==> src/hw/rtl/pev_pkg.sv <==
// ----------------------------------------------------------------------------
// pev_pkg
// Shared types and constants of the postfix expression evaluator.
// ----------------------------------------------------------------------------
package pev_pkg;

    localparam int WORD_W   = 32;
    localparam int SYM_W    = 8;
    localparam int STATUS_W = 3;

    // Symbol codes
    localparam logic [SYM_W-1:0] CH_PLUS  = 8'h2B;
    localparam logic [SYM_W-1:0] CH_MINUS = 8'h2D;
    localparam logic [SYM_W-1:0] CH_STAR  = 8'h2A;
    localparam logic [SYM_W-1:0] CH_SLASH = 8'h2F;
    localparam logic [SYM_W-1:0] CH_ZERO  = 8'h30;

    // Status codes
    localparam logic [STATUS_W-1:0] ST_OK    = 3'd0;
    localparam logic [STATUS_W-1:0] ST_DIV0  = 3'd1;
    localparam logic [STATUS_W-1:0] ST_UNDER = 3'd2;
    localparam logic [STATUS_W-1:0] ST_OVER  = 3'd3;
    localparam logic [STATUS_W-1:0] ST_EMPTY = 3'd4;

    typedef enum logic [1:0] {
        ALU_ADD,
        ALU_SUB,
        ALU_MUL,
        ALU_DIV
    } alu_op_t;

    typedef enum logic [2:0] {
        PEV_IDLE,
        PEV_RD_LEFT,
        PEV_EXEC,
        PEV_WAIT_ALU,
        PEV_TERM_OUT
    } pev_state_t;

    // Request to the shared arithmetic unit
    typedef struct packed {
        logic              start;
        alu_op_t           op;
        logic [WORD_W-1:0] lhs;
        logic [WORD_W-1:0] rhs;
    } alu_req_t;

    // Response from the shared arithmetic unit
    typedef struct packed {
        logic              done;
        logic [WORD_W-1:0] result;
    } alu_rsp_t;

endpackage

==> src/hw/rtl/postfix_expression_evaluator_core.sv <==
// ----------------------------------------------------------------------------
// postfix_expression_evaluator_core
// Evaluates postfix expressions fed one symbol per request on a stack.
// ----------------------------------------------------------------------------
// Input channel s_*: s_tdata[7:0] is the symbol byte, s_tlast marks the
// terminator, which ends the expression (its symbol is ignored).
// '+', '-', '*', '/' pop right then left and push left op right; any other
// byte pushes its value minus 48.
// Output channel m_*: one request per terminator, m_tdata[31:0] is the top
// of stack (zero when empty), m_tuser[2:0] the status (ok, divide by zero,
// underflow, overflow, empty stack).
// Per request: a push or an ignored symbol is taken in the idle state; +, -
// and * read the stack twice, run the ALU and write back; / runs the 32 steps
// of the shared divider instead (unless the divisor is zero). A terminator
// reads the top of stack, then waits until the output register is free.
// s_tready is low while an operator or terminator is in progress.
// A new symbol is taken while a result waits in the output register; a
// terminator holds until that register is free.
// After an error the rest of the expression is ignored until the terminator.
// Reset empties the stack, clears the error and drops m_tvalid; the stack
// storage itself needs no clearing pass.
// ----------------------------------------------------------------------------
module postfix_expression_evaluator_core
    import pev_pkg::*;
#(
    parameter int STACK_DEPTH = 32
) (
    input  logic        aclk,
    input  logic        aresetn,
    input  logic        s_tvalid,
    output logic        s_tready,
    input  logic [7:0]  s_tdata,   // [7:0] symbol
    input  logic        s_tlast,   // terminator
    output logic        m_tvalid,
    input  logic        m_tready,
    output logic [31:0] m_tdata,   // [31:0] value
    output logic [2:0]  m_tuser    // [2:0] status
);

    localparam int CNT_W  = $clog2(STACK_DEPTH + 1);
    localparam int ADDR_W = $clog2(STACK_DEPTH);

    pev_state_t          state_reg, state_next;
    logic [CNT_W-1:0]    count_reg, count_next;
    logic                aborted_reg, aborted_next;
    logic [STATUS_W-1:0] err_reg, err_next;
    alu_op_t             op_reg, op_next;
    logic [WORD_W-1:0]   right_reg, right_next;

    logic                m_tvalid_reg;
    logic [WORD_W-1:0]   m_value_reg;
    logic [STATUS_W-1:0] m_status_reg;
    logic                out_load;

    logic                mem_we;
    logic [ADDR_W-1:0]   mem_waddr;
    logic [WORD_W-1:0]   mem_wdata;
    logic                mem_re;
    logic [ADDR_W-1:0]   mem_raddr;
    logic [WORD_W-1:0]   mem_rdata;

    alu_req_t            alu_req;
    alu_rsp_t            alu_rsp;

    logic [CNT_W-1:0]    cnt_m1;
    logic [CNT_W-1:0]    cnt_m2;
    logic                is_op;
    alu_op_t             sym_op;
    logic [WORD_W-1:0]   push_val;

    assign cnt_m1   = count_reg - CNT_W'(1);
    assign cnt_m2   = count_reg - CNT_W'(2);
    assign push_val = {{(WORD_W-SYM_W){1'b0}}, s_tdata} - {{(WORD_W-SYM_W){1'b0}}, CH_ZERO};

    // Operator decode
    always_comb begin
        is_op  = 1'b1;
        sym_op = ALU_ADD;
        case (s_tdata)
            CH_PLUS:  sym_op = ALU_ADD;
            CH_MINUS: sym_op = ALU_SUB;
            CH_STAR:  sym_op = ALU_MUL;
            CH_SLASH: sym_op = ALU_DIV;
            default:  is_op  = 1'b0;
        endcase
    end

    pev_stack #(
        .DEPTH  (STACK_DEPTH),
        .ADDR_W (ADDR_W)
    ) u_stack (
        .aclk  (aclk),
        .we    (mem_we),
        .waddr (mem_waddr),
        .wdata (mem_wdata),
        .re    (mem_re),
        .raddr (mem_raddr),
        .rdata (mem_rdata)
    );

    pev_alu u_alu (
        .aclk    (aclk),
        .aresetn (aresetn),
        .req     (alu_req),
        .rsp     (alu_rsp)
    );

    // Sequencer state
    always_ff @(posedge aclk) begin
        if (!aresetn) begin
            state_reg   <= PEV_IDLE;
            count_reg   <= '0;
            aborted_reg <= 1'b0;
            err_reg     <= ST_OK;
        end else begin
            state_reg   <= state_next;
            count_reg   <= count_next;
            aborted_reg <= aborted_next;
            err_reg     <= err_next;
        end
    end

    always_ff @(posedge aclk) begin
        op_reg    <= op_next;
        right_reg <= right_next;
    end

    // Next state, stack and ALU control
    always_comb begin
        state_next   = state_reg;
        count_next   = count_reg;
        aborted_next = aborted_reg;
        err_next     = err_reg;
        op_next      = op_reg;
        right_next   = right_reg;
        s_tready     = 1'b0;
        out_load     = 1'b0;
        mem_we       = 1'b0;
        mem_waddr    = count_reg[ADDR_W-1:0];
        mem_wdata    = push_val;
        mem_re       = 1'b0;
        mem_raddr    = cnt_m1[ADDR_W-1:0];
        alu_req      = '0;
        alu_req.op   = op_reg;
        alu_req.lhs  = mem_rdata;
        alu_req.rhs  = right_reg;

        case (state_reg)
            PEV_IDLE: begin
                s_tready = 1'b1;
                if (s_tvalid) begin
                    if (s_tlast) begin
                        mem_re     = (count_reg != '0);
                        state_next = PEV_TERM_OUT;
                    end else if (!aborted_reg) begin
                        if (is_op) begin
                            if (count_reg < CNT_W'(2)) begin
                                aborted_next = 1'b1;
                                err_next     = ST_UNDER;
                            end else begin
                                op_next    = sym_op;
                                mem_re     = 1'b1;
                                state_next = PEV_RD_LEFT;
                            end
                        end else if (count_reg >= CNT_W'(STACK_DEPTH)) begin
                            aborted_next = 1'b1;
                            err_next     = ST_OVER;
                        end else begin
                            mem_we     = 1'b1;
                            count_next = count_reg + CNT_W'(1);
                        end
                    end
                end
            end
            PEV_RD_LEFT: begin
                right_next = mem_rdata;
                mem_re     = 1'b1;
                mem_raddr  = cnt_m2[ADDR_W-1:0];
                state_next = PEV_EXEC;
            end
            PEV_EXEC: begin
                count_next = cnt_m2;
                if (op_reg == ALU_DIV && right_reg == '0) begin
                    aborted_next = 1'b1;
                    err_next     = ST_DIV0;
                    state_next   = PEV_IDLE;
                end else begin
                    alu_req.start = 1'b1;
                    state_next    = PEV_WAIT_ALU;
                end
            end
            PEV_WAIT_ALU: begin
                if (alu_rsp.done) begin
                    mem_we     = 1'b1;
                    mem_wdata  = alu_rsp.result;
                    count_next = count_reg + CNT_W'(1);
                    state_next = PEV_IDLE;
                end
            end
            PEV_TERM_OUT: begin
                if (!m_tvalid_reg || m_tready) begin
                    out_load     = 1'b1;
                    count_next   = '0;
                    aborted_next = 1'b0;
                    err_next     = ST_OK;
                    state_next   = PEV_IDLE;
                end
            end
            default: begin
                state_next = PEV_IDLE;
            end
        endcase
    end

    // Output register
    always_ff @(posedge aclk) begin
        if (!aresetn) begin
            m_tvalid_reg <= 1'b0;
        end else if (out_load) begin
            m_tvalid_reg <= 1'b1;
        end else if (m_tready) begin
            m_tvalid_reg <= 1'b0;
        end
    end

    always_ff @(posedge aclk) begin
        if (out_load) begin
            m_value_reg <= (count_reg != '0) ? mem_rdata : '0;
            if (aborted_reg) begin
                m_status_reg <= err_reg;
            end else if (count_reg == '0) begin
                m_status_reg <= ST_EMPTY;
            end else begin
                m_status_reg <= ST_OK;
            end
        end
    end

    assign m_tvalid = m_tvalid_reg;
    assign m_tdata  = m_value_reg;
    assign m_tuser  = m_status_reg;

endmodule

==> src/hw/rtl/pev_alu.sv <==
// ----------------------------------------------------------------------------
// pev_alu
// Shared arithmetic unit: add, subtract and multiply with a registered result,
// signed division truncating toward zero over 32 restoring steps.
// ----------------------------------------------------------------------------
module pev_alu
    import pev_pkg::*;
(
    input  logic     aclk,
    input  logic     aresetn,
    input  alu_req_t req,
    output alu_rsp_t rsp
);

    logic              busy_reg;
    logic              done_reg;
    logic [4:0]        iter_reg;
    logic [WORD_W-1:0] result_reg;
    logic [WORD_W-1:0] quo_reg;    // dividend shifting out, quotient shifting in
    logic [WORD_W-1:0] rem_reg;
    logic [WORD_W-1:0] den_reg;
    logic              neg_reg;

    logic [WORD_W-1:0] mag_l;
    logic [WORD_W-1:0] mag_r;
    logic [WORD_W:0]   rem_sh;
    logic [WORD_W:0]   rem_sub;
    logic              q_bit;
    logic [WORD_W-1:0] quo_step;
    logic [WORD_W-1:0] mul_lo;

    // Operand magnitudes for division
    assign mag_l = req.lhs[WORD_W-1] ? (~req.lhs + WORD_W'(1)) : req.lhs;
    assign mag_r = req.rhs[WORD_W-1] ? (~req.rhs + WORD_W'(1)) : req.rhs;

    // One restoring division step
    assign rem_sh   = {rem_reg, quo_reg[WORD_W-1]};
    assign rem_sub  = rem_sh - {1'b0, den_reg};
    assign q_bit    = ~rem_sub[WORD_W];
    assign quo_step = {quo_reg[WORD_W-2:0], q_bit};

    // Low word of the product
    assign mul_lo = req.lhs * req.rhs;

    always_ff @(posedge aclk) begin
        if (!aresetn) begin
            busy_reg <= 1'b0;
            done_reg <= 1'b0;
            iter_reg <= '0;
        end else begin
            done_reg <= 1'b0;
            if (req.start) begin
                case (req.op)
                    ALU_ADD: begin
                        result_reg <= req.lhs + req.rhs;
                        done_reg   <= 1'b1;
                    end
                    ALU_SUB: begin
                        result_reg <= req.lhs - req.rhs;
                        done_reg   <= 1'b1;
                    end
                    ALU_MUL: begin
                        result_reg <= mul_lo;
                        done_reg   <= 1'b1;
                    end
                    default: begin
                        busy_reg <= 1'b1;
                        iter_reg <= '0;
                        quo_reg  <= mag_l;
                        rem_reg  <= '0;
                        den_reg  <= mag_r;
                        neg_reg  <= req.lhs[WORD_W-1] ^ req.rhs[WORD_W-1];
                    end
                endcase
            end else if (busy_reg) begin
                quo_reg  <= quo_step;
                rem_reg  <= q_bit ? rem_sub[WORD_W-1:0] : rem_sh[WORD_W-1:0];
                iter_reg <= iter_reg + 5'd1;
                // last step: apply the sign
                if (iter_reg == 5'd31) begin
                    busy_reg   <= 1'b0;
                    done_reg   <= 1'b1;
                    result_reg <= neg_reg ? (~quo_step + WORD_W'(1)) : quo_step;
                end
            end
        end
    end

    assign rsp.done   = done_reg;
    assign rsp.result = result_reg;

endmodule

==> src/hw/rtl/pev_stack.sv <==
// ----------------------------------------------------------------------------
// pev_stack
// Operand stack storage: one write port, one read port with registered data.
// ----------------------------------------------------------------------------
module pev_stack
    import pev_pkg::*;
#(
    parameter int DEPTH  = 32,
    parameter int ADDR_W = $clog2(DEPTH)
) (
    input  logic              aclk,
    input  logic              we,
    input  logic [ADDR_W-1:0] waddr,
    input  logic [WORD_W-1:0] wdata,
    input  logic              re,
    input  logic [ADDR_W-1:0] raddr,
    output logic [WORD_W-1:0] rdata
);

    logic [WORD_W-1:0] mem [DEPTH];
    logic [WORD_W-1:0] rdata_reg;

    // Write port
    always_ff @(posedge aclk) begin
        if (we) begin
            mem[waddr] <= wdata;
        end
    end

    // Read port, data holds until the next read
    always_ff @(posedge aclk) begin
        if (re) begin
            rdata_reg <= mem[raddr];
        end
    end

    assign rdata = rdata_reg;

endmodule

==> config.mk <==
export PLATFORM = sky130hd
export DESIGN_NAME = postfix_expression_evaluator_core
export DESIGN_NICKNAME = d
export VERILOG_FILES = /design/src/hw/rtl/pev_pkg.sv /design/src/hw/rtl/postfix_expression_evaluator_core.sv /design/src/hw/rtl/pev_alu.sv /design/src/hw/rtl/pev_stack.sv
export SDC_FILE = /design/constraint.sdc
export NUM_CORES = 2
export LEC_CHECK = 0
export BUFFER_PORTS_ARGS = -buffer_cell sky130_fd_sc_hd__buf_2
export CAP_MARGIN = 20
export CORE_ASPECT_RATIO = 0.8
export CORE_MARGIN = 2
export CORE_UTILIZATION = 64
export DETAILED_ROUTE_END_ITERATION = 7
export GPL_TIMING_DRIVEN = 0
export PLACE_DENSITY = 0.8
export SLEW_MARGIN = 25
export SYNTH_ARGS = -nofsm -noshare
export SYNTH_HDL_FRONTEND = slang
export SYNTH_SLANG_ARGS = --single-unit
export TNS_END_PERCENT = 10
==> constraint.sdc <==
create_clock -name aclk -period 8.7 [get_ports aclk]
set_input_delay 2.61 -clock aclk [delete_from_list [all_inputs] [get_ports aclk]]
set_output_delay 2.61 -clock aclk [all_outputs]
set_load 0.02 [all_outputs]
# Word level (Yosys, flattened, before mapping)
# Memory sizes are Yosys's and may differ from the RTL's. A register that Yosys moved wholly into a read port is not among the register bits.
# Index checks and enable logic that the tools add are counted.
[word_totals]
mem_bits_ro = 0
out_inout_bits = 37
mem_bits_rw = 1024
n_memories = 1
elab_cells = 181
latchBits = 0
reg_bits = 219
[op_classes]
n_eq_ne = 27
div = 0
order_cmp = 2
multipliers = 1
shifts = 0
add_sub_neg = 11
n_mux = 88
bitwise = 9
reduce_logical = 24
[memory_table]
columns = ["memory", "depth", "word_bits", "rd", "rd_ports_with_merged_regs", "wr", "line_no", "source"]
rows = [
  ["u_stack.mem", 32, 32, 1, 1, 1, "pev_stack.sv:20", "logic [WORD_W-1:0] mem [DEPTH];"],
]
[op_table]
columns = ["cell", "n"]
rows = [
  ["$mux 32", 14],
  ["$add 32x1->32 const B", 3],
  ["$not 32->32", 3],
  ["$pmux 32 s3", 1],
  ["$mux 3", 16],
  ["$mux 6", 7],
  ["$mux 1", 37],
  ["$sub 33x32->33", 1],
  ["$add 32x32->32", 1],
  ["$eq 8x6->1 const B", 4],
  ["$logic_not 32->1", 1],
  ["$mul 32x32->32", 1],
  ["$sub 32x32->32", 1],
  ["$mux 31", 1],
  ["$pmux 6 s4", 1],
  ["$mux 5", 4],
  ["$ne 2x2->1 const B", 8],
  ["$reduce_and 8->1", 2],
  ["$ne 3x3->1 const B", 5],
  ["$pmux 3 s5", 1],
  ["$reduce_and 6->1", 2],
  ["$pmux 3 s3", 1],
  ["$sub 8x6->9 const B", 1],
  ["$add 6x1->6 const B", 1],
  ["other kinds (35)", 45],
]

# Depth between registers and ports, before layout
[logic_depth]
depth_word = 10
ltp_mapped = 28

# Cells and area by module
# A second synthesis with hierarchy kept.
[hier_totals]
cells_unflattened = 5669
hier_area_um2 = 71961.5
[by_module_without_submodules]
columns = ["mod", "seq_area_each_um2", "cells_per_inst", "area_each_um2", "n_inst"]
rows = [
  ["pev_stack", 31710.4, 2260, 40812.9, 1],
  ["pev_alu", 4013.8, 3068, 27223.6, 1],
  ["postfix_expression_evaluator_core", 2332.2, 341, 3925.0, 1],
]

# Worst setup path before layout
# OpenSTA, ideal clock, no wires.
[synth_timing]
path_type = "reg-to-reg"
startpoint = "reg right_reg[6]"
endpoint = "reg u_alu.result_reg[30], data pin"
setup_slack_ps = 1532
path_stages_with_launch = 25
arrival_ps = 6892
cell_sequence = "edfxtp_1 > clkbuf_1 > clkbuf_1 > and2_1 > fa_1 > fa_1 > fa_1 > inv_1 > fa_1 > inv_1 > fa_1 > fa_1 > fa_1 > fa_1 > ha_1 > a21o_1 > a211oi_1 > nand2_1 > nor4b_1 > o31ai_1 > a31oi_1 > o21ai_0 > xor2_1 > o22ai_1 > a31oi_1"
[synth_between]
elab_chain_cells = 5
elab_cells_between_ends = 9
[synth_lines]
columns = ["element", "line_no", "source"]
rows = [
  ["from (decl)", "postfix_expression_evaluator_core.sv:48", "logic [WORD_W-1:0] right_reg, right_next;"],
  ["from (signal assigned)", "postfix_expression_evaluator_core.sv:125", "right_reg <= right_next;"],
  ["branches (longest 4 deep; another with $mul 32x32->32)", "--", ""],
  ["$mux 32 *", "pev_alu.sv:52", "if (req.start) begin"],
  ["to (signal assigned)", "pev_alu.sv:55", "result_reg <= req.lhs + req.rhs;"],
  ["to (signal assigned)", "pev_alu.sv:59", "result_reg <= req.lhs - req.rhs;"],
  ["to (signal assigned)", "pev_alu.sv:63", "result_reg <= mul_lo;"],
  ["to (decl)", "pev_alu.sv:18", "logic [WORD_W-1:0] result_reg;"],
]
# Every way passes the cells marked *.
# A chain may end at the register's enable or synchronous reset.

# Worst setup path after layout
[layout_timing]
startpoint = "reg u_stack.rdata_reg[14], in the netlist u_stack.rdata[14], read port of u_stack.mem"
endpoint = "reg u_alu.result_reg[30], data pin"
[layout_between]
elab_chain_cells = 3
elab_cells_between_ends = 5
[layout_lines]
columns = ["element", "line_no", "source"]
rows = [
  ["from (decl)", "pev_stack.sv:21", "logic [WORD_W-1:0] rdata_reg;"],
  ["$mul 32x32->32 (tied with other cells)", "pev_alu.sv:43", "assign mul_lo = req.lhs * req.rhs;"],
  ["$pmux 32 s3 *", "pev_alu.sv:53", "case (req.op)"],
  ["$mux 32 *", "pev_alu.sv:52", ""],
]
# Mark *: on every way between the ends. The rest lies on a longest branch, timed or not.

==> reports/metrics.cfg <==
[synth]
synth_top_area_frac = 0.532
synth_area_leaders = edfxtp_1 53%, fa_1 12%, mux4_2 8.1%, ha_1 3.6%, and2_1 3.1%
synth_ff_type = edfxtp_1
synth_compound_area_frac = 0.0507
synth_mux_area_frac = 0.103
synth-simple-area-share = 0.0850
yosys_register_bits = 1274
ys_async_sr_fraction = 0
syn-cell-area_mm2 = 0.0708
synth_top_family_by_area = adder cells
ys_seq_area_frac = 0.538
yosys-top-cells-count = 1,254 x edfxtp_1, 493 x nand2_1, 443 x inv_1
syn-num-nets = 5709
synth-xor-area-share = 0.0322
synth.avg_cell_area_um2 = 13.9
synth_fa_ha_area_frac = 0.152
synth-edff-count = 1254
synth.distinct_cells = 77
synthMostInstantiatedCell = edfxtp_1
yosysWarnings = 0
syn-instance-count = 5080
yosysTopAreaCell = edfxtp_1

[global_routing]
grt_pass1_vias = 44900
antenna_found_initial = 33
grt_max_degree = 49
grt_remaining_overflow = 0
grt_usage = 0.387
grt_first_pass_wirelength_um = 310000

[route]
drtPass1Iterations = 8
vias = 46000
routed_via_density = 6.70
first_iter_violations = 6968
ant_nets = 0
wl_um = 216000
drc = 0
wl_per_cell_um = 31.5

[outcome]
status = completed

[die]
dieArea_mm2 = 0.113
core_area_mm2 = 0.110
num_io_pins = 50
die_h_um = 301
die_x_um = 376
rows = 109
initial_core_util = 0.643

[critical_path]
cp-start-kind = flop
path_max_fanout = 10
crit_chain = clkbuf_8 > clkbuf_4 > nand2_1 > fa_1 > fa_1 > fa_1 > inv_1 > fa_1 > fa_1 > fa_1 > fa_1 > fa_1 > ha_1 > a21o_1 > a211oi_2 > nand2_1 > nor4b_4 > o31ai_4 > a31oi_1 > o21ai_1 > xor2_2 > o22ai_1 > a31oi_2
end_kind = flop
crit_type = flop to flop
crit_slowest_cell = edfxtp_1
critPathRequiredTime_ns = 9.29
cp_slowest_stage_delay_ns = 0.59
arrival_ns = 9.26
cpMostUsedCell = fa_1
r2r_slack_ns = 0.03

[placement]
portBuffers = 49
place_congestion = 1.04
hpwl_um = 153000
dp_worst_setup_slack_ns = -1.41

[clocking]
cts_tree = built
clk_pin_slew_ns = 0.07
worstSkewPairLatency_ns = 0.78
cts_max_level = 3
cts_buffer_depth = 3
cts.sinks = 1274
ctsHoldBuffers = 0
numCtsBuffers = 116
clockRootBuffer = clkbuf_16

[final_layout]
largest_reg_flops = 1024
drive_gt1_frac = 0.145
nNetsFinal = 5928
largest-register = u_stack.mem
area_growth_pct = 11.0
fillers = 7036

[sta]
rsz0062_at_grt = true
slew_headroom = 0.223
hold_violations = 0
fin_crit_ns = 8.67
min_period_over_period = 0.997
finalSetupViolCount = 0
max_freq_mhz = 115
tightest_slew_ns = 1.17
drv_slew = 0
finClkSkew_ns = 0.0770
setup_ws_ns = 0.0298

[min_path]
hold_path_class = flop to flop

[run]
cap_viol_max_count = 0

[cells in the final DEF (no fill, tap or decap), types with 57 or more instances in the layout]
cell,instances
xor2_1,98
nand2_1,469
inv_1,443
fa_1,410
nor2_1,141
a21oi_1,162
o21ai_0,152
mux2_2,70
mux2i_1,76
mux4_2,256
clkbuf_16,118
buf_2,57
ha_1,206
clkbuf_1,198
xnor2_1,156
edfxtp_1,1254
and2_1,350
[area by class of cell]
class | count | area [µm²] | share of cell area
flip-flops and latches | 1274 | 38100 | 0.484
clock buffers | 154 | 3150 | 0.0401
well taps | 1443 | 1810 | 0.0230
diodes | 19 | 47.5 | 0.000605
inverters | 444 | 1670 | 0.0212
repair buffers | 112 | 1550 | 0.0197
plain buffers | 274 | 1170 | 0.0148
multi-input cells | 3077 | 30400 | 0.387
clock inverters | 62 | 708 | 0.00901
[metrics by stage]
stage | TNS [ns] | utilization | area, µm² | hold slack (ns) | instances
2_1_floorplan | 0 | - | 70800 | 0.424 | 5080
3_3_place_gp | -4.75 | 0.662 | 72800 | 0.471 | 6572
3_5_place_dp | -4.84 | 0.675 | 74300 | 0.480 | 6620
4_1_cts | 0 | 0.712 | 78400 | 0.495 | 6835
5_1_grt | -0.0108 | 0.714 | 78500 | 0.518 | 6842
6_report | 0 | 0.714 | 78600 | 0.501 | 6859
[logic make-up (layout without fill, tap and decap cells)]
| logic type | count (synthesis) | count (layout) |
|---|---|---|
| flops | 1274 | 1274 |
| simple gates | 1228 | 1228 |
| buf+inv | 729 | 1046 |
| fa+ha+maj | 616 | 616 |
| compound gates | 572 | 572 |
| mux | 402 | 402 |
| xor+xnor | 259 | 259 |
| other cells | 0 | 19 |
[timing repair]
item                       CTS  global route
gates cloned                 0             0
hold endpoints to repair     0             0
gates resized for setup     66            33
setup endpoints to repair    8             5
setup buffers                8             6
pin swaps                    1             1
[path summary, 6_finish.rpt]
| kind | from | endpoint | depth (start not counted) |
|---|---|---|---|
| max | u_stack.rdata[14]$_DFFE_PP_ | u_alu.result_reg[30]$_DFFE_PP_ | 23 |
| min | err_reg[1]$_SDFFE_PN0P_ | err_reg[1]$_SDFFE_PN0P_ | 1 |
| max reg2reg | u_stack.rdata[14]$_DFFE_PP_ | u_alu.result_reg[30]$_DFFE_PP_ | 23 |
| min reg2reg | err_reg[1]$_SDFFE_PN0P_ | err_reg[1]$_SDFFE_PN0P_ | 1 |
[worst max-delay path, delay by kind of cell (launching register included)]
kind / cells / cell delay (ns)
AOI/OAI and AO/OA: 7 / 1.68
xor gates and xnor gates: 1 / 0.37
adders and majority gates: 9 / 4.43
buffers and inverters: 3 / 0.73
DFF: 1 / 0.59
and+or+nand+nor: 3 / 0.67
[per-layer routing]
metal | track usage | wire length (µm) | vias up
met5 | 0 | 186 | -
met4 | 0.146 | 9310 | 26
met3 | 0.177 | 35300 | 578
met2 | 0.541 | 91400 | 3452
met1 | 0.535 | 79800 | 23400
li1 | - | - | 18500
Power is left out: the tool's default activity adds up to more than one toggle a clock period on the data nets, which glitch-free logic cannot reach.
